### src/rtl/semt_pkg.sv
// ----------------------------------------------------------------------------
// semt_pkg
// Types and constants shared by the serial encoder multi-turn tracker.
// ----------------------------------------------------------------------------
`default_nettype none

package semt_pkg;

  localparam int ANGLE_BITS     = 10;
  localparam int TRAILER_PULSES = 7;
  localparam int FRAME_PULSES   = ANGLE_BITS + TRAILER_PULSES;
  localparam int PULSE_W        = $clog2(FRAME_PULSES + 1);
  localparam int LAP_W          = 8;
  localparam int POS_W          = 18;
  localparam int CFG_DATA_W     = 10;
  localparam int CFG_INDEX_W    = 2;

  localparam logic [ANGLE_BITS-1:0] RST_ANGLE_OFFSET   = '0;
  localparam logic [LAP_W-1:0]      RST_MAX_LAPS       = LAP_W'(1);
  localparam logic [ANGLE_BITS-1:0] RST_WRAP_THRESHOLD = ANGLE_BITS'(950);
  localparam logic                  RST_RAW_MODE       = 1'b0;

  typedef enum logic [CFG_INDEX_W-1:0] {
    CFG_ANGLE_OFFSET   = 2'd0,
    CFG_MAX_LAPS       = 2'd1,
    CFG_WRAP_THRESHOLD = 2'd2,
    CFG_RAW_MODE       = 2'd3
  } cfg_index_t;

  typedef enum logic {
    ACT_PULSE    = 1'b0,
    ACT_LOAD_LAP = 1'b1
  } action_t;

  typedef struct packed {
    logic             action;
    logic             data_bit;
    logic [LAP_W-1:0] lap_value;
  } in_item_t;

  typedef struct packed {
    logic [POS_W-1:0]      position;
    logic [ANGLE_BITS-1:0] angle;
    logic [LAP_W-1:0]      lap;
  } out_item_t;

  typedef struct packed {
    logic [ANGLE_BITS-1:0] angle_offset;
    logic [LAP_W-1:0]      max_laps;
    logic [ANGLE_BITS-1:0] wrap_threshold;
    logic                  raw_mode;
  } cfg_t;

endpackage

`default_nettype wire

### src/rtl/serial_encoder_multiturn_tracker.sv
// ----------------------------------------------------------------------------
// serial_encoder_multiturn_tracker
// Multi-turn position tracker for a synchronous-serial absolute encoder.
// ----------------------------------------------------------------------------
// Each input beat is either one encoder clock pulse with its sampled data bit
// or a lap load. A frame is 10 data pulses, MSB first, then 7 trailer pulses.
// The last pulse of a frame produces one output beat: multi-turn position,
// angle (offset-corrected unless raw mode is set) and lap count. Pulses inside
// a frame and lap loads produce no output.
// Throughput: one input beat per cycle while in_ready is high. The output beat
// is valid the cycle after the frame's last pulse is accepted; all work is done
// by the combinational path from the input port into the output register.
// Stall: a single output register holds the result; in_ready drops only while
// that register is full and out_ready is low.
// Reset (synchronous): frame position, shift word, angle history and lap count
// clear, registers take their defaults, the output register empties.
// Configuration writes are taken in any cycle, meant only while idle.
// ----------------------------------------------------------------------------
`default_nettype none

module serial_encoder_multiturn_tracker (
  input  wire logic                              clk,
  input  wire logic                              rst,
  input  wire logic                              in_valid,
  output logic                                   in_ready,
  input  wire semt_pkg::in_item_t                in_data,
  output logic                                   out_valid,
  input  wire logic                              out_ready,
  output semt_pkg::out_item_t                    out_data,
  input  wire logic                              cfg_wr_en,
  input  wire logic [semt_pkg::CFG_INDEX_W-1:0]  cfg_index,
  input  wire logic [semt_pkg::CFG_DATA_W-1:0]   cfg_wr_data
);

  semt_pkg::cfg_t      cfg;
  semt_pkg::out_item_t result;
  logic                result_valid;
  logic                accept;

  assign in_ready = !out_valid || out_ready;
  assign accept   = in_valid && in_ready;

  semt_cfg_regs u_cfg (
    .clk         (clk),
    .rst         (rst),
    .cfg_wr_en   (cfg_wr_en),
    .cfg_index   (cfg_index),
    .cfg_wr_data (cfg_wr_data),
    .cfg         (cfg)
  );

  semt_core u_core (
    .clk          (clk),
    .rst          (rst),
    .cfg          (cfg),
    .accept       (accept),
    .item         (in_data),
    .result_valid (result_valid),
    .result       (result)
  );

  always_ff @(posedge clk) begin
    if (rst) begin
      out_valid <= 1'b0;
    end else if (in_ready) begin
      out_valid <= result_valid;
    end
  end

  always_ff @(posedge clk) begin
    if (result_valid) begin
      out_data <= result;
    end
  end

endmodule

`default_nettype wire

### src/rtl/semt_cfg_regs.sv
// ----------------------------------------------------------------------------
// semt_cfg_regs
// Configuration register file, written through a plain indexed write port.
// ----------------------------------------------------------------------------
`default_nettype none

module semt_cfg_regs (
  input  wire logic                                clk,
  input  wire logic                                rst,
  input  wire logic                                cfg_wr_en,
  input  wire logic [semt_pkg::CFG_INDEX_W-1:0]    cfg_index,
  input  wire logic [semt_pkg::CFG_DATA_W-1:0]     cfg_wr_data,
  output semt_pkg::cfg_t                           cfg
);

  semt_pkg::cfg_t regs;

  always_ff @(posedge clk) begin
    if (rst) begin
      regs.angle_offset   <= semt_pkg::RST_ANGLE_OFFSET;
      regs.max_laps       <= semt_pkg::RST_MAX_LAPS;
      regs.wrap_threshold <= semt_pkg::RST_WRAP_THRESHOLD;
      regs.raw_mode       <= semt_pkg::RST_RAW_MODE;
    end else if (cfg_wr_en) begin
      unique case (semt_pkg::cfg_index_t'(cfg_index))
        semt_pkg::CFG_ANGLE_OFFSET: begin
          regs.angle_offset <= cfg_wr_data[semt_pkg::ANGLE_BITS-1:0];
        end
        semt_pkg::CFG_MAX_LAPS: begin
          regs.max_laps <= cfg_wr_data[semt_pkg::LAP_W-1:0];
        end
        semt_pkg::CFG_WRAP_THRESHOLD: begin
          regs.wrap_threshold <= cfg_wr_data[semt_pkg::ANGLE_BITS-1:0];
        end
        semt_pkg::CFG_RAW_MODE: begin
          regs.raw_mode <= cfg_wr_data[0];
        end
        default: begin
        end
      endcase
    end
  end

  assign cfg = regs;

endmodule

`default_nettype wire

### src/rtl/semt_core.sv
// ----------------------------------------------------------------------------
// semt_core
// Frame assembly, offset correction and lap tracking for one beat per cycle.
// ----------------------------------------------------------------------------
`default_nettype none

module semt_core (
  input  wire logic                clk,
  input  wire logic                rst,
  input  wire semt_pkg::cfg_t      cfg,
  input  wire logic                accept,
  input  wire semt_pkg::in_item_t  item,
  output logic                     result_valid,
  output semt_pkg::out_item_t      result
);

  localparam int AB = semt_pkg::ANGLE_BITS;
  localparam int LW = semt_pkg::LAP_W;
  localparam int PW = semt_pkg::PULSE_W;

  logic [PW-1:0] pulse_count, pulse_count_next;
  logic [AB-1:0] shift_word, shift_word_next;
  logic [AB-1:0] last_angle, last_angle_next;
  logic [LW-1:0] lap_count, lap_count_next;

  logic          is_pulse;
  logic          frame_end;
  logic [AB-1:0] raw;
  logic [AB-1:0] corr;
  logic [AB-1:0] angle_out;
  logic          laps_on;
  logic [LW-1:0] lap_top;
  logic          count_up;
  logic          count_down;
  logic [LW-1:0] lap_tracked;

  assign is_pulse  = (semt_pkg::action_t'(item.action) == semt_pkg::ACT_PULSE);
  assign frame_end = (pulse_count == PW'(semt_pkg::FRAME_PULSES - 1));

  // data pulses shift in MSB first, trailer pulses leave the word alone
  assign shift_word_next = (pulse_count < PW'(AB)) ?
                           {shift_word[AB-2:0], item.data_bit} : shift_word;
  assign raw     = shift_word_next;
  assign corr    = raw - cfg.angle_offset;
  assign laps_on = (cfg.max_laps > LW'(1));
  assign lap_top = cfg.max_laps - LW'(1);

  // half crossing: MSB tells whether an angle sits in the lower half turn
  assign count_up   = (last_angle > cfg.wrap_threshold) && !corr[AB-1] && last_angle[AB-1];
  assign count_down = (corr > cfg.wrap_threshold) && corr[AB-1] && !last_angle[AB-1];

  always_comb begin
    lap_tracked = lap_count;
    if (count_up) begin
      lap_tracked = (lap_count >= lap_top) ? '0 : lap_count + LW'(1);
    end else if (count_down) begin
      lap_tracked = (lap_count == '0) ? lap_top : lap_count - LW'(1);
    end
  end

  always_comb begin
    pulse_count_next = pulse_count;
    last_angle_next  = last_angle;
    lap_count_next   = lap_count;
    angle_out        = cfg.raw_mode ? raw : corr;
    if (accept) begin
      if (!is_pulse) begin
        if (item.lap_value < cfg.max_laps) begin
          lap_count_next = item.lap_value;
        end
      end else if (frame_end) begin
        pulse_count_next = '0;
        if (!cfg.raw_mode) begin
          last_angle_next = corr;
          if (laps_on) begin
            lap_count_next = lap_tracked;
          end
        end
      end else begin
        pulse_count_next = pulse_count + PW'(1);
      end
    end
  end

  always_ff @(posedge clk) begin
    if (rst) begin
      pulse_count <= '0;
      shift_word  <= '0;
      last_angle  <= '0;
      lap_count   <= '0;
    end else begin
      pulse_count <= pulse_count_next;
      last_angle  <= last_angle_next;
      lap_count   <= lap_count_next;
      if (accept && is_pulse) begin
        shift_word <= shift_word_next;
      end
    end
  end

  assign result_valid    = accept && is_pulse && frame_end;
  assign result.angle    = angle_out;
  assign result.lap      = lap_count_next;
  assign result.position = laps_on ?
      semt_pkg::POS_W'({lap_count_next, angle_out}) :
      semt_pkg::POS_W'(angle_out);

endmodule

`default_nettype wire

### config.mk
export PLATFORM = sky130hd
export DESIGN_NAME = serial_encoder_multiturn_tracker
export DESIGN_NICKNAME = d
export VERILOG_FILES = /design/src/rtl/semt_pkg.sv /design/src/rtl/serial_encoder_multiturn_tracker.sv /design/src/rtl/semt_cfg_regs.sv /design/src/rtl/semt_core.sv
export SDC_FILE = /design/constraint.sdc
export NUM_CORES = 1
export LEC_CHECK = 0
export BUFFER_PORTS_ARGS = -buffer_cell sky130_fd_sc_hd__buf_2
export CORE_ASPECT_RATIO = 0.8
export CORE_MARGIN = 5
export CORE_UTILIZATION = 40
export DETAILED_ROUTE_END_ITERATION = 6
export PLACE_DENSITY = 0.69
export SYNTH_ARGS = -nofsm -noshare
export SYNTH_HDL_FRONTEND = slang
export SYNTH_SLANG_ARGS = --single-unit
### constraint.sdc
create_clock -name clk -period 15.28 [get_ports clk]
set_clock_uncertainty 0.2 [all_clocks]
set_input_delay 0.764 -clock clk [delete_from_list [all_inputs] [get_ports clk]]
set_output_delay 0.764 -clock clk [all_outputs]
set_load 0.05 [all_outputs]
==> results.txt <==
----------------------------------------------------
[Min path]
  Depth of the worst hold-timing path ... 2
  Start point of the worst min-delay path ... u_core.shift_word[9]$_SDFFE_PP0P_
  HP Class ... register to register
  Worst hold endpoint ... u_core.shift_word[9]$_SDFFE_PP0P_

[Detailed routing]
  Total via count after detailed routing ... 5,123
  Wire length reported by the detailed router ... 15,600 um
  Post-route DRC violation count ... 0
  First-pass iteration count of the detailed router ... 5
  Number of DRC markers after the initial detailed-route iteration ... 344
  Avg Vias per Cell ... 5.65
  Count of antenna-violating nets left after detailed routing ... 0
  Wirelength per Cell ... 17.2 um

[Worst setup path]
  Reg-to-reg endpoint ... out_data[5]$_DFFE_PP_
  Endpoint type of the worst setup path ... register
  Count of buffering cells on the critical path with inverters included ... 1
  Maximum net fanout on the critical path ... 12
  Data required time of the worst path ... 15,140 ps
  Crit path largest cell delay ... 750 ps
  Cell Chain, Critical Path ... o21a_1 > nor2_1 > mux2i_1 > inv_1 > ha_1 > nor2b_1 > o2111ai_1 > a211oi_1 > o21ai_1 > nand2_1 > ha_1 > o21ai_0 > nor2_1 > a2111o_1 > nand2_1 > a21oi_1 > a2111oi_0 > a21oi_1
  Library cell contributing the largest single delay on the critical path ... a2111oi_0
  Classification of the worst setup path ... register to register
  Cell count of the worst reg-to-reg path ... 18
  Register-to-register path setup slack ... 9450 ps
  Family with the most delay on the worst path ... compound AO/OA/AOI/OAI gates
  Sort of element at the start of the critical path ... register
  Data arrival time of the critical path ... 5690 ps
  Start of the worst register-to-register path ... u_core.pulse_count[1]$_SDFFE_PP0P_
  CP Depth ... 18

[Clocking]
  CTS buffer count ... 9
  Post-CTS setup buffer count ... 0
  Deepest level of the CTS H-tree ... 3
  Deepest clock path buffer count ... 2
  Clk sinks ... 89
  Post-CTS Resized ... 0
  Clock transition at the registers of the reported paths ... 60 ps
  Clock insertion delay at the later pin of the skew report ... 340 ps
  Count of hold buffers inserted by post-cts repair ... 0
  Root buf cell ... clkbuf_16
  Clock tree from TritonCTS ... done

[STA]
  Hold violation total from the final report ... 0
  Maximum clock frequency ... 0.172 GHz
  Period utilisation layout ... 38.2%
  Sum of negative setup slack ... 0 ps
  Hold Slack ... 259 ps
  Slew Limit Headroom ... 20.5%
  Crit path time final ... 5830 ps
  Final-report max-slew violation count ... 0
  RSZ-0062 raised after global routing ... no
  Slew of the pin with the lowest slew margin ... 1190 ps
  Number of failing setup endpoints in the final timing report ... 0

[Synthesis]
  List of most frequent post-synthesis cells ... nor2_1 (67), dfxtp_1 (63), nand2_1 (63)
  Share of flip-flops with an asynchronous set or reset ... 0%
  Syn avg cell area ... 8.61 um2
  Share of the synthesized area in the top cell type ... 21.6%
  Synthesized net count ... 758
  Mapped Area ... 5850 um2
  Largest area contributor in the netlist ... dfxtp_1
  Yosys warns ... 0
  Cell with the most instances after synthesis ... nor2_1
  Cell count after synthesis ... 679
  Leading cell types by total area after synthesis ... dfxtp_1 (22%), edfxtp_1 (13%), ha_1 (11%), a21oi_1 (4.5%), nor2_1 (4.3%)
  Netlist cell types ... 61
  Number of enable-type register cells in the synthesized netlist ... 26
  Predominant post-synthesis flop cell ... dfxtp_1
  Fraction of the yosys area taken by sequential cells ... 34.9%
  Number of storage elements in the synthesis netlist ... 89

[GRT]
  Vias in the first global route ... 4,723
  Global-route total usage across every layer ... 17.8%
  Maximum number of pins on one net before global-route repair ... 65
  Global-route wire length before repair ... 25,100 um
  Total grt overflow ... 0
  Number of antenna violations at the first check in global routing ... 0

[Floorplanning]
  Vertical die dimension ... 118 um
  Core area ... 14,300 um2
  Number of top-level design ports ... 65
  Die Footprint ... 17,200 um2
  Total number of placement rows ... 39
  Starting density of the core ... 40.9%
  Die width ... 145 um

[Cells and area]
  Fill cell instance count of the final layout ... 1,417
  Number of diodes ... 0
  Multi-input logic area ... 3430 um2
  Layout Nets ... 797
  Post-Route Utilization ... 45.6%
  Fraction of final layout cells sized beyond drive strength 1 ... 15.2%
  Seq. cell area ... 2040 um2
  Area growth from synthesis to layout ... 11.5%

[Power]
  Portion of total power attributed to sequential cells ... 41.7%
  Pwr Density ... 95.6 nW/um2
  Fraction of power consumed by combinational cells ... 22.8%
  Post-route total power ... 0.623 mW
  Cell-internal power ... 0.435 mW
  Net switching power ... 0.189 mW
  Switching part of the total ... 30.2%
  Peak supply drop ... 85.0 uV
  Clock group share of total power ... 35.5%
  Static Leak ... 2.62 nW

[Placed design]
  Input/output buffers ... 64
  Final GP Congestion ... 0.966
  Sum of net half-perimeters after detailed placement ... 11,900 um

[Run status]
  Run status ... completed

[Job]
  Max-cap violations ... 0

----------------------------------------------------
-- kinds of logic after synthesis --
family          Yosys count  synth area share (%)
simple gates            236                  19.4
compound gates          164                  19.2
flops                    89                  34.9
buf+inv                  86                  6.55
fa+ha+maj                52                  11.3
mux                      30                  5.41
xor+xnor                 22                  3.29
-- cells in the final DEF (no fill, tap or decap), types with 16 or more instances in the layout --
master | netlist | routed
nor2_1 | 67 | 67
buf_2 | 0 | 64
nand2_1 | 63 | 63
dfxtp_1 | 63 | 63
a21oi_1 | 53 | 53
ha_1 | 51 | 51
inv_1 | 46 | 46
nor3_1 | 33 | 32
a211oi_1 | 30 | 30
edfxtp_1 | 26 | 26
o21ai_0 | 25 | 25
nand3_1 | 22 | 22
mux2i_1 | 17 | 17
xnor2_1 | 16 | 16
-- state kept, by name (all words and copies together), names as in the netlist --
name,cells
u_core.pulse_count,5
u_core.lap_count,8
out_valid,1
u_core.last_angle,10
out_data,26
u_core.shift_word,10
u_cfg.cfg,29
-- worst max path at each step --
stage / start / to / slack, ps
finish: u_core.pulse_count[1]$_SDFFE_PP0P_ / out_data[5]$_DFFE_PP_ / 9450
global route: u_core.pulse_count[1]$_SDFFE_PP0P_ / out_data[5]$_DFFE_PP_ / 8870
CTS: u_core.pulse_count[1]$_SDFFE_PP0P_ / out_data[5]$_DFFE_PP_ / 9520
detailed placement: u_core.pulse_count[1]$_SDFFE_PP0P_ / out_data[5]$_DFFE_PP_ / 9550
global placement: u_core.pulse_count[1]$_SDFFE_PP0P_ / out_data[33]$_SDFFCE_PP0P_ / 9700
floorplan: u_core.pulse_count[1]$_SDFFE_PP0P_ / out_data[33]$_SDFFCE_PP0P_ / 10270
-- tightest hold or removal path, cell delays in order, from the launching register on --
cell     delay (ps)
dfxtp_1         310
nand2_1          50
a21oi_1          50
-- power groups by stage --
stage	Clock, mW	Combinational [mW]	Sequential [mW]
2_1_floorplan	0	0.106	0.260
3_3_place_gp	0	0.137	0.265
3_5_place_dp	0	0.138	0.265
4_1_cts	0.227	0.139	0.260
5_1_grt	0.235	0.158	0.260
6_report	0.221	0.142	0.260
-- through the flow --
stage	std cells	setup WS, ps	instance area [um2]
3_3_place_gp	891	9700	6220
5_1_grt	907	8870	6520
6_report	907	9450	6520
3_5_place_dp	891	9550	6220
4_1_cts	907	9520	6520
2_1_floorplan	679	10270	5850
-- layout make-up --
class,instances,share of cell area (%)
repair buffers,67,5.26
clock buffers,10,3.66
multi-input cells,504,52.6
flip-flops and latches,89,31.3
clock inverters,6,0.883
well taps,184,3.53
inverters,47,2.71
-- metal layers --
| layer | GRT usage, % | share of wire [%] |
|---|---|---|
| met1 | 28.3 | 51 |
| met5 | 0 | 0 |
| met4 | 4.20 | 0.93 |
| met3 | 5.16 | 9.7 |
| met2 | 23.4 | 39 |
Power figures use the tool's default switching activity.
